$ cat config.mk
export PLATFORM = sky130hd
export DESIGN_NAME = crc8_tracking_frame_receiver
export DESIGN_NICKNAME = d
export VERILOG_FILES = /design/src/ctfr_pkg.sv /design/src/ctfr_front.sv /design/src/ctfr_queue.sv /design/src/ctfr_back.sv /design/src/crc8_tracking_frame_receiver.sv
export SDC_FILE = /design/constraint.sdc
export NUM_CORES = 1
export LEC_CHECK = 0
export BUFFER_PORTS_ARGS = -buffer_cell sky130_fd_sc_hd__buf_2
export CAP_MARGIN = 20
export CELL_PAD_IN_SITES_DETAIL_PLACEMENT = 1
export CELL_PAD_IN_SITES_GLOBAL_PLACEMENT = 1
export CORE_ASPECT_RATIO = 0.7
export CORE_MARGIN = 2
export CORE_UTILIZATION = 40
export DETAILED_ROUTE_END_ITERATION = 16
export PLACE_DENSITY = 0.72
export SETUP_SLACK_MARGIN = 0.02
export SYNTH_ARGS = -nofsm -noshare
export SYNTH_HDL_FRONTEND = slang
export SYNTH_SLANG_ARGS = --single-unit
$ cat constraint.sdc
create_clock -name i_clk -period 20.2 [get_ports i_clk]
set_input_delay 4.04 -clock i_clk [delete_from_list [all_inputs] [get_ports i_clk]]
set_output_delay 4.04 -clock i_clk [all_outputs]
set_load 0.02 [all_outputs]
$ cat src/ctfr_pkg.sv
// shared types, constants and the crc-8 byte update for the tracking frame receiver
// no dependencies; imported by every module of the block
package ctfr_pkg;

    localparam int FRAME_LEN  = 24;
    localparam int CNT_W      = 5;
    localparam int BODY_BYTES = 21;   // frame bytes 2..22 travel to the back end
    localparam int OUT_DATA_W = 168;  // 166 bits of fields padded to whole bytes
    localparam int STATUS_W   = 3;

    localparam logic [7:0] CRC_POLY = 8'h07;
    localparam logic [7:0] CRC_TOP  = 8'h80;

    localparam logic [CNT_W-1:0] CNT_LAST_IDX = CNT_W'(FRAME_LEN - 1);
    localparam logic [CNT_W-1:0] CNT_FULL     = CNT_W'(FRAME_LEN);
    localparam logic [CNT_W-1:0] CNT_OVER     = CNT_W'(FRAME_LEN + 1);

    localparam logic [31:0] RST_STALE_LIMIT = 32'd300;
    localparam logic [7:0]  RST_MAGIC       = 8'hB7;
    localparam logic [7:0]  RST_VERSION     = 8'h02;

    // configuration register indexes
    localparam logic [1:0] REG_STALE_LIMIT = 2'd0;
    localparam logic [1:0] REG_MAGIC       = 2'd1;
    localparam logic [1:0] REG_VERSION     = 2'd2;

    // result status codes
    localparam logic [STATUS_W-1:0] ST_OK       = 3'd0;
    localparam logic [STATUS_W-1:0] ST_BUS_ERR  = 3'd1;
    localparam logic [STATUS_W-1:0] ST_BAD_LEN  = 3'd2;
    localparam logic [STATUS_W-1:0] ST_BAD_MAG  = 3'd3;
    localparam logic [STATUS_W-1:0] ST_BAD_VER  = 3'd4;
    localparam logic [STATUS_W-1:0] ST_BAD_CRC  = 3'd5;
    localparam logic [STATUS_W-1:0] ST_STALE    = 3'd6;

    // one classified exchange, handed from front end to back end
    typedef struct packed {
        logic [STATUS_W-1:0]              status;
        logic [31:0]                      now_ms;
        logic [BODY_BYTES-1:0][7:0]       body;   // body[k] is frame byte k+2
    } t_evt;

    // crc-8, poly 0x07, msb first, one byte
    function automatic logic [7:0] crc8_byte(input logic [7:0] crc, input logic [7:0] b);
        logic [7:0] c;
        c = crc ^ b;
        for (int i = 0; i < 8; i++) begin
            if ((c & CRC_TOP) != 8'h00) begin
                c = {c[6:0], 1'b0} ^ CRC_POLY;
            end else begin
                c = {c[6:0], 1'b0};
            end
        end
        return c;
    endfunction

endpackage

$ cat src/ctfr_front.sv
// front end: byte count, crc, frame byte store and frame classification
// depends on ctfr_pkg
module ctfr_front (
    input  logic                 i_clk,
    input  logic                 i_rst_n,
    input  logic                 i_valid,
    output logic                 o_ready,
    input  logic [7:0]           i_byte,
    input  logic                 i_first,
    input  logic                 i_last,
    input  logic                 i_err,
    input  logic [31:0]          i_now_ms,
    input  logic [7:0]           i_magic,
    input  logic [7:0]           i_version,
    input  logic                 i_q_full,
    output logic                 o_push,
    output ctfr_pkg::t_evt       o_evt
);
    import ctfr_pkg::*;

    logic [CNT_W-1:0] r_cnt, n_cnt;
    logic [7:0]       r_crc, n_crc;
    logic [7:0]       r_store [0:FRAME_LEN-2];

    logic             accept;
    logic [CNT_W-1:0] eff_cnt;
    logic [7:0]       crc_base;
    logic             wr_en;
    logic [STATUS_W-1:0] status;

    assign o_ready = !i_q_full;
    assign accept  = i_valid && o_ready;

    always_comb begin
        eff_cnt  = i_first ? '0 : r_cnt;
        crc_base = i_first ? 8'h00 : r_crc;
        n_cnt    = r_cnt;
        n_crc    = r_crc;
        wr_en    = 1'b0;
        if (accept) begin
            if (i_err) begin
                n_cnt = '0;
                n_crc = 8'h00;
            end else begin
                if (eff_cnt < CNT_FULL) begin
                    n_cnt = eff_cnt + 1'b1;
                    if (eff_cnt < CNT_LAST_IDX) begin
                        n_crc = crc8_byte(crc_base, i_byte);
                        wr_en = 1'b1;
                    end else begin
                        n_crc = crc_base;
                    end
                end else begin
                    n_cnt = CNT_OVER;
                    n_crc = crc_base;
                end
                if (i_last) begin
                    n_cnt = '0;
                    n_crc = 8'h00;
                end
            end
        end
    end

    // classification; a full frame has the crc byte as the current beat
    always_comb begin
        if (i_err) begin
            status = ST_BUS_ERR;
        end else if (eff_cnt != CNT_LAST_IDX) begin
            status = ST_BAD_LEN;
        end else if (r_store[0] != i_magic) begin
            status = ST_BAD_MAG;
        end else if (r_store[1] != i_version) begin
            status = ST_BAD_VER;
        end else if (i_byte != crc_base) begin
            status = ST_BAD_CRC;
        end else begin
            status = ST_OK;
        end
    end

    always_comb begin
        o_push       = accept && (i_last || i_err);
        o_evt.status = status;
        o_evt.now_ms = i_now_ms;
        for (int k = 0; k < BODY_BYTES; k++) begin
            o_evt.body[k] = r_store[k + 2];
        end
    end

    always_ff @(posedge i_clk) begin
        if (!i_rst_n) begin
            r_cnt <= '0;
            r_crc <= 8'h00;
        end else begin
            r_cnt <= n_cnt;
            r_crc <= n_crc;
        end
    end

    always_ff @(posedge i_clk) begin
        if (wr_en) begin
            r_store[eff_cnt] <= i_byte;
        end
    end

endmodule

$ cat src/ctfr_queue.sv
// two-entry queue of classified exchanges between front end and back end
// depends on ctfr_pkg
module ctfr_queue (
    input  logic            i_clk,
    input  logic            i_rst_n,
    input  logic            i_push,
    input  ctfr_pkg::t_evt  i_evt,
    output logic            o_full,
    output logic            o_valid,
    input  logic            i_pop,
    output ctfr_pkg::t_evt  o_evt
);
    import ctfr_pkg::*;

    t_evt       r_mem [0:1];
    logic       r_wr_ptr, r_rd_ptr;
    logic [1:0] r_fill;

    assign o_full  = (r_fill == 2'd2);
    assign o_valid = (r_fill != 2'd0);
    assign o_evt   = r_mem[r_rd_ptr];

    always_ff @(posedge i_clk) begin
        if (!i_rst_n) begin
            r_wr_ptr <= 1'b0;
            r_rd_ptr <= 1'b0;
            r_fill   <= 2'd0;
        end else begin
            if (i_push) begin
                r_wr_ptr <= !r_wr_ptr;
            end
            if (i_pop) begin
                r_rd_ptr <= !r_rd_ptr;
            end
            if (i_push && !i_pop) begin
                r_fill <= r_fill + 2'd1;
            end else if (!i_push && i_pop) begin
                r_fill <= r_fill - 2'd1;
            end
        end
    end

    always_ff @(posedge i_clk) begin
        if (i_push) begin
            r_mem[r_wr_ptr] <= i_evt;
        end
    end

endmodule

$ cat src/ctfr_back.sv
// back end: freshness supervision, field decode and the result output register
// depends on ctfr_pkg
module ctfr_back (
    input  logic                      i_clk,
    input  logic                      i_rst_n,
    input  logic                      i_q_valid,
    output logic                      o_pop,
    input  ctfr_pkg::t_evt            i_evt,
    input  logic [31:0]               i_stale_limit,
    output logic                      o_valid,
    input  logic                      i_ready,
    output logic [ctfr_pkg::OUT_DATA_W-1:0] o_data,
    output logic [ctfr_pkg::STATUS_W-1:0]   o_user
);
    import ctfr_pkg::*;

    logic        r_valid;
    logic [OUT_DATA_W-1:0] r_data, n_data;
    logic [STATUS_W-1:0]   r_user, n_user;
    logic        r_fresh, n_fresh;
    logic [15:0] r_last_seq, n_last_seq;
    logic [31:0] r_last_time, n_last_time;

    logic [15:0] seq;
    logic [31:0] age;
    logic        advance;
    logic        out_fresh;

    assign o_pop   = i_q_valid && (!r_valid || i_ready);
    assign o_valid = r_valid;
    assign o_data  = r_data;
    assign o_user  = r_user;

    assign seq = {i_evt.body[1], i_evt.body[0]};

    always_comb begin
        n_fresh     = r_fresh;
        n_last_seq  = r_last_seq;
        n_last_time = r_last_time;
        n_user      = i_evt.status;
        advance     = !r_fresh || (seq != r_last_seq);
        age         = i_evt.now_ms - (advance ? i_evt.now_ms : r_last_time);
        if (i_evt.status == ST_OK) begin
            n_last_seq  = advance ? seq : r_last_seq;
            n_last_time = advance ? i_evt.now_ms : r_last_time;
            if (age > i_stale_limit) begin
                n_fresh = 1'b0;
                n_user  = ST_STALE;
            end else begin
                n_fresh = 1'b1;
            end
        end
        out_fresh = n_fresh;

        n_data = '0;
        n_data[0] = out_fresh;
        if (n_user == ST_OK) begin
            n_data[16:1]    = seq;
            n_data[32:17]   = {i_evt.body[3], i_evt.body[2]};
            n_data[37:33]   = i_evt.body[4][4:0];
            n_data[53:38]   = {i_evt.body[6], i_evt.body[5]};
            n_data[69:54]   = {i_evt.body[8], i_evt.body[7]};
            n_data[85:70]   = {i_evt.body[10], i_evt.body[9]};
            n_data[101:86]  = {i_evt.body[12], i_evt.body[11]};
            n_data[117:102] = {i_evt.body[17], i_evt.body[16]};
            n_data[133:118] = {i_evt.body[20], i_evt.body[19]};
            n_data[165:134] = {i_evt.body[18], i_evt.body[15],
                               i_evt.body[14], i_evt.body[13]};
        end
    end

    always_ff @(posedge i_clk) begin
        if (!i_rst_n) begin
            r_valid     <= 1'b0;
            r_fresh     <= 1'b0;
            r_last_seq  <= 16'h0000;
            r_last_time <= 32'h0000_0000;
        end else begin
            if (o_pop) begin
                r_valid     <= 1'b1;
                r_fresh     <= n_fresh;
                r_last_seq  <= n_last_seq;
                r_last_time <= n_last_time;
            end else if (i_ready) begin
                r_valid <= 1'b0;
            end
        end
    end

    always_ff @(posedge i_clk) begin
        if (o_pop) begin
            r_data <= n_data;
            r_user <= n_user;
        end
    end

endmodule

$ cat src/crc8_tracking_frame_receiver.sv
// top level of the tracking frame receiver: configuration registers and the
// front end, queue and back end; depends on ctfr_pkg, ctfr_front, ctfr_queue, ctfr_back
//
// usage
//   s_axis carries one frame byte per beat: tdata holds the byte and the time in ms,
//   tuser marks the first byte of a frame and a failed bus transfer, tlast ends the
//   frame. a beat with tlast or a bus error produces exactly one result on m_axis;
//   other beats produce none.
//   m_axis tuser is the status code, tdata the freshness flag and decoded fields
//   (all decoded fields zero unless the status is ok).
//   throughput: one byte per cycle while s_axis_tready is high; the crc update of a
//   byte is done in the beat's own cycle.
//   path: the result of the closing beat is written into the queue, then moved into
//   the back-end output register, which drives m_axis.
//   stall: results wait in the output register while m_axis_tready is low; up to two
//   more closed frames queue behind it, then s_axis_tready drops until one drains.
//   reset: synchronous, active low; clears byte count, crc, queue, freshness state
//   and loads the registers with stale limit 300 ms, magic 0xb7, version 2.
//   configuration: i_cfg_we writes register i_cfg_idx (0 stale limit, 1 magic,
//   2 version) from i_cfg_data; unknown indexes are ignored; write only when idle.
module crc8_tracking_frame_receiver (
    input  logic        i_clk,
    input  logic        i_rst_n,
    // config write port
    input  logic        i_cfg_we,
    input  logic [1:0]  i_cfg_idx,
    input  logic [31:0] i_cfg_data,
    // byte input
    input  logic        s_axis_tvalid,
    output logic        s_axis_tready,
    input  logic [39:0] s_axis_tdata,   // rx_byte[7:0], now_ms[39:8]
    input  logic [1:0]  s_axis_tuser,   // first_byte[0], bus_error[1]
    input  logic        s_axis_tlast,   // last_byte
    // result output
    output logic        m_axis_tvalid,
    input  logic        m_axis_tready,
    // fresh_flag[0], vision_sequence[16:1], chassis_sequence[32:17],
    // track_flags[37:33], lateral_error_mm[53:38], heading_error_cdeg[69:54],
    // curvature_milli_per_m[85:70], delta_speed_mmps[101:86],
    // lookahead_mm[117:102], target_x[133:118], frame_stats[165:134], zero pad
    output logic [ctfr_pkg::OUT_DATA_W-1:0] m_axis_tdata,
    output logic [ctfr_pkg::STATUS_W-1:0]   m_axis_tuser   // status[2:0]
);
    import ctfr_pkg::*;

    // configuration registers
    logic [31:0] r_stale_limit;
    logic [7:0]  r_magic;
    logic [7:0]  r_version;

    // front to queue
    logic q_push;
    t_evt q_in_evt;
    logic q_full;
    // queue to back
    logic q_valid;
    logic q_pop;
    t_evt q_out_evt;

    always_ff @(posedge i_clk) begin
        if (!i_rst_n) begin
            r_stale_limit <= RST_STALE_LIMIT;
            r_magic       <= RST_MAGIC;
            r_version     <= RST_VERSION;
        end else if (i_cfg_we) begin
            case (i_cfg_idx)
                REG_STALE_LIMIT: r_stale_limit <= i_cfg_data;
                REG_MAGIC:       r_magic       <= i_cfg_data[7:0];
                REG_VERSION:     r_version     <= i_cfg_data[7:0];
                default: begin
                    // unknown register, write dropped
                end
            endcase
        end
    end

    // byte counting, crc and classification
    ctfr_front u_front (
        .i_clk     (i_clk),
        .i_rst_n   (i_rst_n),
        .i_valid   (s_axis_tvalid),
        .o_ready   (s_axis_tready),
        .i_byte    (s_axis_tdata[7:0]),
        .i_first   (s_axis_tuser[0]),
        .i_last    (s_axis_tlast),
        .i_err     (s_axis_tuser[1]),
        .i_now_ms  (s_axis_tdata[39:8]),
        .i_magic   (r_magic),
        .i_version (r_version),
        .i_q_full  (q_full),
        .o_push    (q_push),
        .o_evt     (q_in_evt)
    );

    // decouples byte intake from a stalled result consumer
    ctfr_queue u_queue (
        .i_clk   (i_clk),
        .i_rst_n (i_rst_n),
        .i_push  (q_push),
        .i_evt   (q_in_evt),
        .o_full  (q_full),
        .o_valid (q_valid),
        .i_pop   (q_pop),
        .o_evt   (q_out_evt)
    );

    // freshness check and result register
    ctfr_back u_back (
        .i_clk         (i_clk),
        .i_rst_n       (i_rst_n),
        .i_q_valid     (q_valid),
        .o_pop         (q_pop),
        .i_evt         (q_out_evt),
        .i_stale_limit (r_stale_limit),
        .o_valid       (m_axis_tvalid),
        .i_ready       (m_axis_tready),
        .o_data        (m_axis_tdata),
        .o_user        (m_axis_tuser)
    );

endmodule
# --- After elaboration in Yosys (flattened, before gate mapping) ---
# Memories as Yosys holds them, arrays and structs flattened. A register that Yosys moved wholly into a read port is not among the register bits.
# Index checks and enable logic that the tools add are counted.
word_totals:
  regBits: 284
  latchBits: 0
  ramBits: 590
  rom_bits: 0
  input_bits: 82
  out_inout_bits: 173
  elab_cells: 136
  n_memories: 2
op_classes:
  addsub: 4
  mul: 0
  div: 0
  magnitude_cmp: 3
  eq_ne: 8
  n_shift: 0
  muxes: 69
  bitwise: 9
  n_reduce_logical: 26
memory_table:
  columns: ["memory", "words", "word_bits", "read_ports", "rd_ports_with_merged_regs", "wr", "line_no", "text"]
  rows:
  - ["u_queue.r_mem", 2, 203, 1, 1, 1, "ctfr_queue.sv:15", "t_evt r_mem [0:1];"]
  - ["u_front.r_store", 23, 8, 23, 0, 1, "ctfr_front.sv:23", "logic [7:0] r_store [0:FRAME_LEN-2];"]
ops:
  columns: ["operator", "count"]
  rows:
  - ["8-bit 2-to-1 mux", 33]
  - ["3-bit 2-to-1 mux", 15]
  - ["32-bit greater-than comparator", 1]
  - ["32-bit 2-to-1 mux", 1]
  - ["32-bit subtractor", 1]
  - ["8-bit != test", 3]
  - ["3-bit inverter", 8]
  - ["5-bit 2-to-1 mux", 4]
  - ["16-bit != test", 1]
  - ["1-bit 2-to-1 mux", 14]
  - ["5-bit less-than comparator (second input constant)", 2]
  - ["2-bit AND reduction", 4]
  - ["8-bit XOR", 1]
  - ["1-bit logical NOT", 7]
  - ["3-bit logical NOT", 2]
  - ["2-bit nonzero test", 3]
  - ["5-bit by 1-bit adder with 5-bit output (second input constant)", 1]
  - ["1-bit logical AND", 5]
  - ["5-bit != test (second input constant)", 1]
  - ["2-bit == test (second input constant)", 2]
  - ["2-bit 2-to-1 mux", 2]
  - ["1-bit logical OR", 3]
  - ["3-bit AND reduction", 1]
  - ["2-bit by 1-bit adder with 2-bit output (second input constant)", 1]
  - ["3 further kinds", 3]

# --- Longest topological paths before layout ---
# Gate-level depths: netlist of run 1.
depth:
  depth_word: 50
  ltp_mapped: 37
  depth_no_buf: 31

# --- Modules after synthesis ---
# A second synthesis of run 1 with hierarchy kept.
unflattened:
  cells_unflattened: 2258
  area_unflattened_um2: 36014.5
by_module_without_submodules:
  columns: ["module", "instances", "cells_per_inst", "area_per_inst_um2", "seq_area_each_um2"]
  rows:
  - ["ctfr_queue", 1, 654, 15578.7, 12291.8]
  - ["ctfr_back", 1, 985, 11145.7, 6075.8]
  - ["ctfr_front", 1, 415, 7297.0, 5785.5]
  - ["crc8_tracking_frame_receiver", 1, 204, 1993.2, 960.9]

# --- Worst setup path before layout of run 1 ---
# No wires, ideal clock.
synth_timing:
  path_kind: "input to register"
  start: "input port s_axis_tuser[1]"
  end: "register u_queue.r_wr_ptr"
  setup_ns: 0.120
  arrival_ns: 18.824
  required_ns: 20.080
  setup_slack_ns: 1.256
  cell_stages: 4
  path_buffers: 1
  path_cell_list: "clkbuf_1 -> nor2_1 -> nor3_1 -> o21a_1"
synth_between:
  elab_chain_len: 2
synth_lines:
  columns: ["element", "line_no", "text"]
  rows:
  - ["from (decl)", "crc8_tracking_frame_receiver.sv:32", "input logic [1:0] s_axis_tuser,"]
  - ["1-bit logical OR", "ctfr_front.sv:83", "o_push = accept && (i_last || i_err);"]
  - ["1-bit logical AND", "ctfr_front.sv:83", null]
  - ["to (signal assigned)", "ctfr_queue.sv:30", "r_wr_ptr <= !r_wr_ptr;"]
  - ["to (decl)", "ctfr_queue.sv:16", "logic r_wr_ptr, r_rd_ptr;"]
# No other way between the ends.
# A chain may end at the register's enable or synchronous reset.

==> metrics.txt, run 1 <==
DR pass1 iterations=5; post-cts sizing count=0; Clock Tree Root=clkbuf_16; Via density=5.208; Synth area leaders=edfxtp_1 (66%), dfxtp_1 (6.8%), mux2i_1 (5.9%); Tcrit/Tclk final=43.73%; RD Place Congestion=0.8844; Mapped Cells=2256; fmax=113.2 MHz; Core Area=84410 µm²; # IOs=255; grt met2 use=30.80%; crit path max-delay cell type=dfxtp_4; number of global-route vias before repair=20380; die height=248.3 µm; Fin Clk Skew=0.03649 ns; Power Dens Cells=137.7 nW/µm²; VDD IR-drop max=0.1019 mV; Yosys top cell by area=edfxtp_1; Yosys cell types=76; Port-buffer cells=252; quantity of hold-fixing buffers added after cts=0; DP HPWL=52960 µm; async set or reset register ratio after synthesis=0%; mapped cell area=34110 µm²; GRT busiest layer=met2; Startpoint Class=register; pin count of the biggest net entering global routing=163; fin nets=2665; WP data arrival=9.26 ns; synthesis-stage register bit count=866; maximum net fanout on the critical path=162; initial drt markers=1342; DRC viols=0; final wirelength=84380 µm; design area=39490 µm²; Clock Latency Late Sink=0.66 ns; num rows=89; top cell type's share of synthesized area=66.03%; commonest non-fill, non-tap cell in the layout=edfxtp_1; final hold violations=0; drt wl/cell=22.63 µm; DP Area=36620 µm²; Routed Antenna Nets=0; Post-synth EDFFs=750; Post-Syn Area per Cell=15.12 µm²; fraction of layout cells with a size suffix above 1=16.98%; Slew Limit Fails=0; Layout area overhead=15.77%; H-tree levels=3; Yosys Warn Count=0; max incr delay on CP=1.05 ns; Worst Tran Pin Value=1.286 ns; first-pass GRT wire length=126000 µm; Setup Buffers After CTS=0; worst hold-check path type=register to register; Non-Filler Instances=3728; worst setup path category=register to register; antenna violations before repair=17; Worst-path clk slew=0.06 ns; Chip Width=353.0 µm; Period minus WS final=8.833 ns; Slew headroom=14.29%; die area=87660 µm²; routed via count=19420; Tot GR Track Use=18.99%; Initial Utilization=40.41%; most frequent cell on the critical path=a21o_1; Max-cap violations=0; Worst Setup End Kind=register; clock buffer depth=3; status=finished, final reports clean; Placed Instances=3561; post-synthesis sequential area ratio=72.84%; Worst Path Required=20.63 ns; most used flip-flop cell after synthesis=edfxtp_1; clock sinks=866; Total Neg Setup Slack=0 ns; grt total ovfl=0; CTS tree=done; Layout fillers=8451; most frequent cells in the layout=edfxtp_1 (750), buf_2 (253), mux2i_1 (202); Setup Viol. Count Final=0; met3 Use GR=3.744%; RSZ-0062 raised after global routing=false; CTS buffer count=84; leak pwr=0.01425 µW; met1 Usage GRT=26.09%
[sequential cells by signal, indices dropped and copies added, names as in the netlist, named ones only]
name,count
u_queue.r_mem,400
u_front.r_store,181
u_back.o_data,166
r_stale_limit,32
u_back.r_last_time,32
u_back.r_last_seq,16
r_magic,8
r_version,8
u_front.r_crc,8
u_front.r_cnt,5
u_back.o_user,3
u_queue.r_fill,2
u_back.o_valid,1
u_back.r_fresh,1
u_queue.r_rd_ptr,1
u_queue.r_wr_ptr,1
[cell families (layout without fill, tap and decap cells)]
kind of cell	Yosys count	after routing	share of synthesized area (%)
AO/OA/AOI/OAI	287	287	6.189
XOR/XNOR	81	81	2.080
adder cells (fa/ha/maj)	67	67	2.450
buffers and inverters	182	510	2.095
flip-flops	866	866	72.84
multiplexers	214	214	6.445
other	1	8	0.01099
AND/OR/NAND/NOR	558	558	7.891
[critical path: cells and delay by family (launching register included)]
| kind | cells | cell delay [ns] |
|---|---|---|
| compound gates | 17 | 3.60 |
| fa+ha+maj | 4 | 1.13 |
| simple gates | 4 | 1.09 |
| flops | 1 | 1.05 |
| buf+inv | 4 | 0.76 |
| mux | 1 | 0.56 |
| xor+xnor | 1 | 0.14 |
[final cells by class]
cell class,count,area (µm²),area share [%]
sequential,866,24850,62.93
multi-input combinational,1209,8583,21.74
clock buffer,109,2287,5.792
timing repair buffer,285,1658,4.199
tap,1137,1423,3.603
clock inverter,45,400.4,1.014
inverter,71,271.5,0.6876
antenna,6,15.01,0.03803
[power by group]
group / total [µW] / internal, µW / switching, µW
combinational: 1520 / 504 / 1010
sequential: 2390 / 2260 / 131
clock: 1530 / 857 / 677
[synthesized netlist by cell type (16+ instances only)]
master    count
edfxtp_1    750
a21boi_0     37
ha_1         66
nor2_1       71
mux2i_1     202
nand3_1      16
nor2b_1      37
xnor2_1      53
a21oi_1      37
inv_1        71
clkbuf_1     93
nand2_1     179
nand4_1      16
a21o_1       34
nor3_1      175
o211a_1      43
dfxtp_1     116
o21ai_0      48
xor2_1       28
[path summary, 6_finish.rpt]
kind,endpoint,start,cells after the start,slack (ns)
min,u_queue.r_mem[0][145],u_front.r_store[20][1],0,0.44
max,u_back.o_data[124],register,31,11.37
min reg2reg,u_queue.r_mem[0][145],u_front.r_store[20][1],0,0.44
max reg2reg,u_back.o_data[124],register,31,11.37
[stage by stage]
step,power [µW],hold WS (ns),setup slack [ns],utilization [%]
finish,5439,0.4359,11.37,46.78
global placement,3874,0.4219,11.59,43.35
floorplan,3447,0.4215,1.256,-
detailed placement,3937,0.4301,11.25,43.39
global route,5704,0.4508,10.74,46.77
CTS,5481,0.4392,11.22,46.57
[metal layers]
metal	vias to the layer above	part of all wire (%)
met4	8	2.4
met1	9846	46
met5	-	0.072
li1	9020	-
met2	412	47
met3	130	5.1
(Power assumes the default switching activity.)
==> run 2, diff against run 1 <==
--- a/config.mk
+++ b/config.mk
@@ -5,6 +5,7 @@
 export SDC_FILE = /design/constraint.sdc
 export NUM_CORES = 1
 export LEC_CHECK = 0
+export ABC_AREA = 1
 export BUFFER_PORTS_ARGS = -buffer_cell sky130_fd_sc_hd__buf_2
 export CAP_MARGIN = 20
 export CELL_PAD_IN_SITES_DETAIL_PLACEMENT = 1
@@ -13,7 +14,7 @@
 export CORE_MARGIN = 2
 export CORE_UTILIZATION = 40
 export DETAILED_ROUTE_END_ITERATION = 16
-export PLACE_DENSITY = 0.72
+export PLACE_DENSITY = 0.74
 export SETUP_SLACK_MARGIN = 0.02
 export SYNTH_ARGS = -nofsm -noshare
 export SYNTH_HDL_FRONTEND = slang
==> constraint.sdc (replaced) <==
create_clock -name i_clk -period 8.5 [get_ports i_clk]
set_input_delay 1.7 -clock i_clk [delete_from_list [all_inputs] [get_ports i_clk]]
set_output_delay 1.7 -clock i_clk [all_outputs]
set_load 0.02 [all_outputs]
==> run 2 against run 1 <==
Against the previous run: combinational power rose to 3.2 times the previous value; first-iteration DRC count up 27%; register-to-register slack worse by 10 ns; clock skew down 0.0089 ns; wire length up 9.3%; critical path depth down 2; design area down 0.96%; sequential share of layout area up 0.61 points; global-route usage up 2.1 points; hold slack better by 0.0014 ns.
==> metrics.txt, run 2 <==
status=finished, final reports clean; VDD IR-drop max=0.2250 mV (+120%); Slew headroom=19.87% (+5.6 points); Top reg by flops=u_queue.r_mem; # IOs=255 (unchanged); Tot GR Track Use=21.06% (+2.1 points); worst hold-check path type=register to register; fraction of layout cells with a size suffix above 1=15.01% (-2.0 points); Yosys top cell by area=edfxtp_1; Routed Antenna Nets=0 (unchanged); WHS Path Cells=0 (unchanged); Initial Utilization=40.26% (-0.15 points); Layout fillers=8836 (+4.6%); HP Start=u_front.r_store[2][7]; clock sinks=866 (unchanged); RD Place Congestion=0.9012 (+1.9%); async set or reset register ratio after synthesis=0% (unchanged); grt met2 use=33.82% (+3.0 points); most frequent cell after synthesis=edfxtp_1; register area=24850 µm² (unchanged); Worst Hold Path EP=u_queue.r_mem[1][7]; Worst Reg2Reg Path Length in Cells=29 (-6.5%); Synth area leaders=edfxtp_1 (67%), nand2_1 (7.4%), dfxtp_1 (6.9%); most frequent cell on the critical path=nand2_1; post-cts sizing count=0 (unchanged); Chip Width=351.5 µm (-0.44%); Max-cap violations=0 (unchanged); max incr delay on CP=0.52 ns (-0.53 ns); GRT busiest layer=met2; Worst Setup End Kind=register; drt wl/cell=21.85 µm (-3.5%); final hold violations=0 (unchanged); Worst-path clk slew=0.07 ns (about the same); CTS buffer count=84 (unchanged); quantity of hold-fixing buffers added after cts=0 (unchanged); Slew Limit Fails=0 (unchanged); Worst R2R End=u_back.o_data[125]; Mapped Cells=2741 (+21%); Total Neg Setup Slack=0 ns (unchanged); Placed Instances=4067 (+14%); Startpoint Class=register; Yosys Warn Count=0 (unchanged); die area=86880 µm² (-0.88%); met1 Usage GRT=29.46% (+3.4 points); grt total ovfl=0 (unchanged); WHS=0.4373 ns (+0.001406 ns); num rows=89 (unchanged); most used flip-flop cell after synthesis=edfxtp_1; crit path max-delay cell type=nand2_4; routed via count=21790 (+12%); initial drt markers=1700 (+27%); Setup Viol. Count Final=0 (unchanged); most frequent cells in the layout=edfxtp_1 (750), nand2_1 (668), a21oi_1 (264); top cell type's share of synthesized area=66.63% (+0.60 points); final wirelength=92260 µm (+9.3%); clock buffer depth=3 (unchanged); met3 Use GR=3.325% (-0.42 points); leak pwr=0.01465 µW (+2.9%); Synth top cells by count=edfxtp_1 (750), nand2_1 (670), a21oi_1 (265); Clock Latency Late Sink=0.66 ns (about the same); Non-Filler Instances=4223 (+13%); Setup Buffers After CTS=0 (unchanged); Post-synth EDFFs=750 (unchanged); number of global-route vias before repair=22650 (+11%); worst reg-to-reg setup slack=1.26 ns (-10.11 ns); Tcrit/Tclk final=85.17% (+41 points); Period minus WS final=7.240 ns (-1.593 ns); maximum net fanout on the critical path=67 (-59%); fin nets=3165 (+19%); antenna violations before repair=8 (-9); Multi-input gate area=7873 µm² (-8.3%); Core Area=83960 µm² (-0.53%); Power Dens Cells=368.5 nW/µm² (+170%); Worst Path Required=8.88 ns (-11.75 ns); Post-Syn Area per Cell=12.33 µm² (-18%); die height=247.2 µm (-0.44%); H-tree levels=3 (unchanged); Yosys cell types=52 (-32%); Port-buffer cells=252 (unchanged); pin count of the biggest net entering global routing=174 (+6.7%); Worst Tran Pin Value=1.202 ns (-0.08382 ns); WP data arrival=7.61 ns (-1.65 ns); DP HPWL=60190 µm (+14%); DRC viols=0 (unchanged); first-pass GRT wire length=136900 µm (+8.7%); Clock Tree Root=clkbuf_16; mapped cell area=33800 µm² (-0.90%); Layout area overhead=15.69% (about the same); post-synthesis sequential area ratio=73.50% (+0.66 points); worst setup path category=register to register; Fin Clk Skew=0.02761 ns (-0.008879 ns); max reg flops=400 (unchanged); fmax=138.1 MHz (+22%); commonest non-fill, non-tap cell in the layout=edfxtp_1; RSZ-0062 raised after global routing=false; DR pass1 iterations=5 (unchanged); synthesis-stage register bit count=866 (unchanged); Via density=5.160 (-0.93%); CTS tree=done
## run 2: cell types whose count changed after synthesis, moves of 33 or more
cell	change
nand2_1	+491
a21oi_1	+228
mux2i_1	-198
nor3_1	-157
nor2_1	+120
inv_1	+105
o21ai_0	+89
nand3_1	+64
o211a_1	-43
xnor2_1	-38
a21boi_0	-37
nor2b_1	-37
a21o_1	-33
## run 2: cell type report
cell class	count	area share, %
flip-flops and latches	866	63.54
well taps	1137	3.638
repair buffers	287	4.054
multi-input cells	1598	20.13
diodes	2	0.01280
clock buffers	111	5.766
inverters	180	1.744
clock inverters	42	1.113
## run 2: how the worst max path moves through the flow
| stage | to | slack (ns) | cells after the start |
|---|---|---|---|
| after detailed placement | u_back.o_data[72] | 1.43 | 30 |
| after global routing | u_back.o_data[125] | 0.64 | 29 |
| after CTS | u_back.o_data[125] | 1.33 | 29 |
| final | u_back.o_data[125] | 1.26 | 29 |
| after global placement | u_back.o_data[114] | 1.58 | 29 |
| after floorplan | u_queue.r_fill[1] | 0.70 | 8 |
## run 2: report_power, final
part,leakage (µW),switching (µW),internal [µW]
registers,0.00796,333,5500
clock network,0.00131,1620,2070
logic,0.00538,3540,1350
total,0.0147,5490,8920
## run 2: layer usage
metal | part of all wire (%) | wire length [µm]
met4 | 2.6 | 2440
met3 | 5.1 | 4697
met5 | 0 | 0
met1 | 46 | 42440
met2 | 46 | 42680
## run 2: per-stage QoR
stage | setup WS, ns | area, µm² | total power (µW) | util, %
5_1_grt | 0.6365 | 39110 | 15220 | 46.57
6_report | 1.260 | 39110 | 14410 | 46.57
3_5_place_dp | 1.434 | 36400 | 10790 | 43.35
3_3_place_gp | 1.579 | 36370 | 10600 | 43.32
2_1_floorplan | 0.7000 | 33810 | 8988 | -
4_1_cts | 1.328 | 39090 | 14510 | 46.55
## run 2: kinds of logic (layout without fill, tap and decap cells)
family | Yosys count | count (layout) | share of synthesized area, %
adder cells (fa/ha/maj) | 66 | 66 | 2.443
multiplexers | 4 | 4 | 0.1185
buffers and inverters | 278 | 620 | 3.331
XOR/XNOR | 40 | 40 | 1.036
other | 1 | 4 | 0.01109
AO/OA/AOI/OAI | 457 | 457 | 7.188
AND/OR/NAND/NOR | 1029 | 1029 | 12.37
flip-flops | 866 | 866 | 73.50
## run 2: critical path, delay by kind of cell, from the launching register on
| family | cells | cell delay, ns |
|---|---|---|
| compound gates | 6 | 1.63 |
| buf+inv | 3 | 1.03 |
| flops | 1 | 0.47 |
| fa+ha+maj | 2 | 0.68 |
| simple gates | 18 | 3.05 |
==> run 3, diff against run 2 <==
--- a/config.mk
+++ b/config.mk
@@ -12,9 +12,10 @@
 export CELL_PAD_IN_SITES_GLOBAL_PLACEMENT = 1
 export CORE_ASPECT_RATIO = 0.7
 export CORE_MARGIN = 2
-export CORE_UTILIZATION = 40
+export CORE_UTILIZATION = 49
 export DETAILED_ROUTE_END_ITERATION = 16
-export PLACE_DENSITY = 0.74
+export PLACE_DENSITY = 0.86
+export REMOVE_ABC_BUFFERS = 1
 export SETUP_SLACK_MARGIN = 0.02
 export SYNTH_ARGS = -nofsm -noshare
 export SYNTH_HDL_FRONTEND = slang
==> run 3 against run 2 <==
Against the previous run: non-clock buffer count down 10; largest cell class unchanged; count of clock-buffer cells in the layout down 4; first-iteration DRC count up 22%; via count up 5.0%; critical endpoint is now u_back.o_data[37]; design area down 1.4%; clock power down 3%; core utilization up 10 points; hold slack better by 0.011 ns; flip-flop and latch count unchanged; clock skew down 0.0013 ns; total power down 0.24%.
==> metrics.txt, run 3 (synthesis results as in run 2) <==
Initial Utilization=49.59% (+9.3 points); initial drt markers=2070 (+22%); switch share=38.77% (+0.65 points); Top reg by flops=u_queue.r_mem; CTS buffer count=80 (-4.8%); pin count of the biggest net entering global routing=206 (+18%); Port-buffer cells=252 (unchanged); fin worst setup slack=0.8186 ns (-0.4415 ns); Non-Filler Instances=3970 (-6.0%); RD Place Congestion=0.9045 (+0.37%); antenna violations before repair=2 (-6); commonest non-fill, non-tap cell in the layout=edfxtp_1; clock buffer depth=3 (unchanged); Slew headroom=19.31% (-0.57 points); worst path buffer plus inverter count=4 (+1); DP HPWL=62990 µm (+4.7%); Worst R2R End=u_back.o_data[37]; grt total ovfl=0 (unchanged); Slew Limit Fails=0 (unchanged); quantity of hold-fixing buffers added after cts=0 (unchanged); Tcrit/Tclk final=90.37% (+5.2 points); worst hold-check path type=register to register; Worst Tran Pin Value=1.206 ns (+0.004052 ns); worst reg-to-reg setup slack=0.82 ns (-0.44 ns); Clock Tree Root=clkbuf_16; most frequent cells in the layout=edfxtp_1 (750), nand2_1 (669), a21oi_1 (264); Flop pwr share=40.8% (+0.3 points); Worst Path Required=8.84 ns (-0.04 ns); Placed Instances=3821 (-6.0%); CP top delay family=simple AND/OR/NAND/NOR gates; routed via count=22870 (+5.0%); Sw Pwr=5574 µW (+1.5%); status=finished, final reports clean; HP Start=u_front.r_store[13][6]; VDD IR-drop max=0.3236 mV (+44%); Tot GR Track Use=28.06% (+7.0 points); WP data arrival=8.02 ns (+0.41 ns); Via density=5.761 (+12%); RSZ-0062 raised after global routing=false; H-tree levels=3 (unchanged); final wirelength=100700 µm (+9.2%); max reg flops=400 (unchanged); Setup Buffers After CTS=0 (unchanged); Worst Setup End Kind=register; num rows=80 (-10%); Worst Hold Path EP=u_queue.r_mem[0][94]; number of global-route vias before repair=24240 (+7.0%); Routed Antenna Nets=0 (unchanged); design area=38580 µm² (-1.4%); fmax=130.2 MHz (-5.7%); clock sinks=866 (unchanged); fin nets=3151 (-0.44%); Max-cap violations=0 (unchanged); fraction of layout cells with a size suffix above 1=14.42% (-0.60 points); Clock Latency Late Sink=0.65 ns (about the same); WHS Path Cells=0 (unchanged); drt wl/cell=25.37 µm (+16%); Clk network pwr share=24.9% (-0.7 points); Setup Viol. Count Final=0 (unchanged); Worst-path clk slew=0.07 ns (about the same); pre-CTS setup slack=1.194 ns (-0.2396 ns); leak pwr=0.01452 µW (-0.89%); Core Area=68170 µm² (-19%); most frequent cell on the critical path=nand2_1; Startpoint Class=register; Power Dens Cells=372.7 nW/µm² (+1.1%); maximum net fanout on the critical path=205 (+210%); max incr delay on CP=0.74 ns (+0.22 ns); Fin Clk Skew=0.02629 ns (-0.001313 ns); Layout fillers=6915 (-22%); combinational fraction of design power=34.3% (+0.4 points); Worst Reg2Reg Path Length in Cells=29 (unchanged); final hold violations=0 (unchanged); Period minus WS final=7.681 ns (+0.4415 ns); Chip Width=317.9 µm (-9.5%); worst setup path category=register to register; die area=71140 µm² (-18%); DRC viols=0 (unchanged); CTS tree=done; crit path max-delay cell type=buf_12; DP Area=36000 µm² (-1.1%); Int Pwr=8802 µW (-1.3%); first-pass GRT wire length=149100 µm (+8.9%); die height=223.8 µm (-9.5%); DR pass1 iterations=7 (+2); post-cts sizing count=0 (unchanged); Layout area overhead=14.12%; # IOs=255 (unchanged)
==> run 3: cell types whose count changed in the layout (fill, tap and decap cells not counted), moves of 2 or more <==
cell / before / now
buf_4: 30 / 20
clkbuf_16: 85 / 81
clkinv_1: 14 / 16
clkinv_2: 15 / 13
==> run 3: cell type report <==
type                       instances  area, µm²  share of cell area, %
multi-input combinational       1598       7870                  20.40
tap                              902       1129                  2.926
clock buffer                     107       2165                  5.611
clock inverter                    38      369.1                 0.9568
sequential                       866      24850                  64.41
inverter                         180      681.9                  1.768
timing repair buffer             277       1510                  3.915
antenna                            2      5.005                0.01297
==> run 3: per-stage QoR <==
stage / power [µW] / hold WS [ns] / TNS [ns] / util, %
final: 14380 / 0.4487 / 0 / 56.59
after CTS: 14400 / 0.4473 / 0 / 56.53
after floorplan: 8840 / 0.4215 / -2294.20 / -
after global placement: 10510 / 0.4215 / 0 / 52.81
after global routing: 15050 / 0.4598 / 0 / 56.59
after detailed placement: 10780 / 0.4319 / 0 / 52.81
==> run 3: routing by layer <==
metal | part of all wire, % | track usage, % | vias to the layer above
li1 | - | - | 10080
met1 | 40 | 36.49 | 11550
met2 | 49 | 47.99 | 1010
met3 | 6.6 | 4.349 | 234
met4 | 3.6 | 10.40 | 2
met5 | 0.012 | 0 | -
==> run 3: power by group through the flow <==
| stage | clock network [µW] | registers [µW] | logic [µW] |
|---|---|---|---|
| 2_1_floorplan | 0 | 6490 | 2350 |
| 3_3_place_gp | 0 | 5900 | 4610 |
| 3_5_place_dp | 0 | 5940 | 4840 |
| 4_1_cts | 3610 | 5870 | 4920 |
| 5_1_grt | 3760 | 5910 | 5390 |
| 6_report | 3580 | 5870 | 4930 |
==> run 3: worst max-delay path by stage <==
stage | from | endpoint | cells past startpoint
detailed placement | register | u_back.o_data[115] | 31
CTS | register | u_back.o_data[37] | 29
global placement | register | u_back.o_data[71] | 31
global route | register | u_back.o_data[37] | 29
finish | register | u_back.o_data[37] | 29
floorplan | m_axis_tready | u_back.r_last_seq[15] | 8
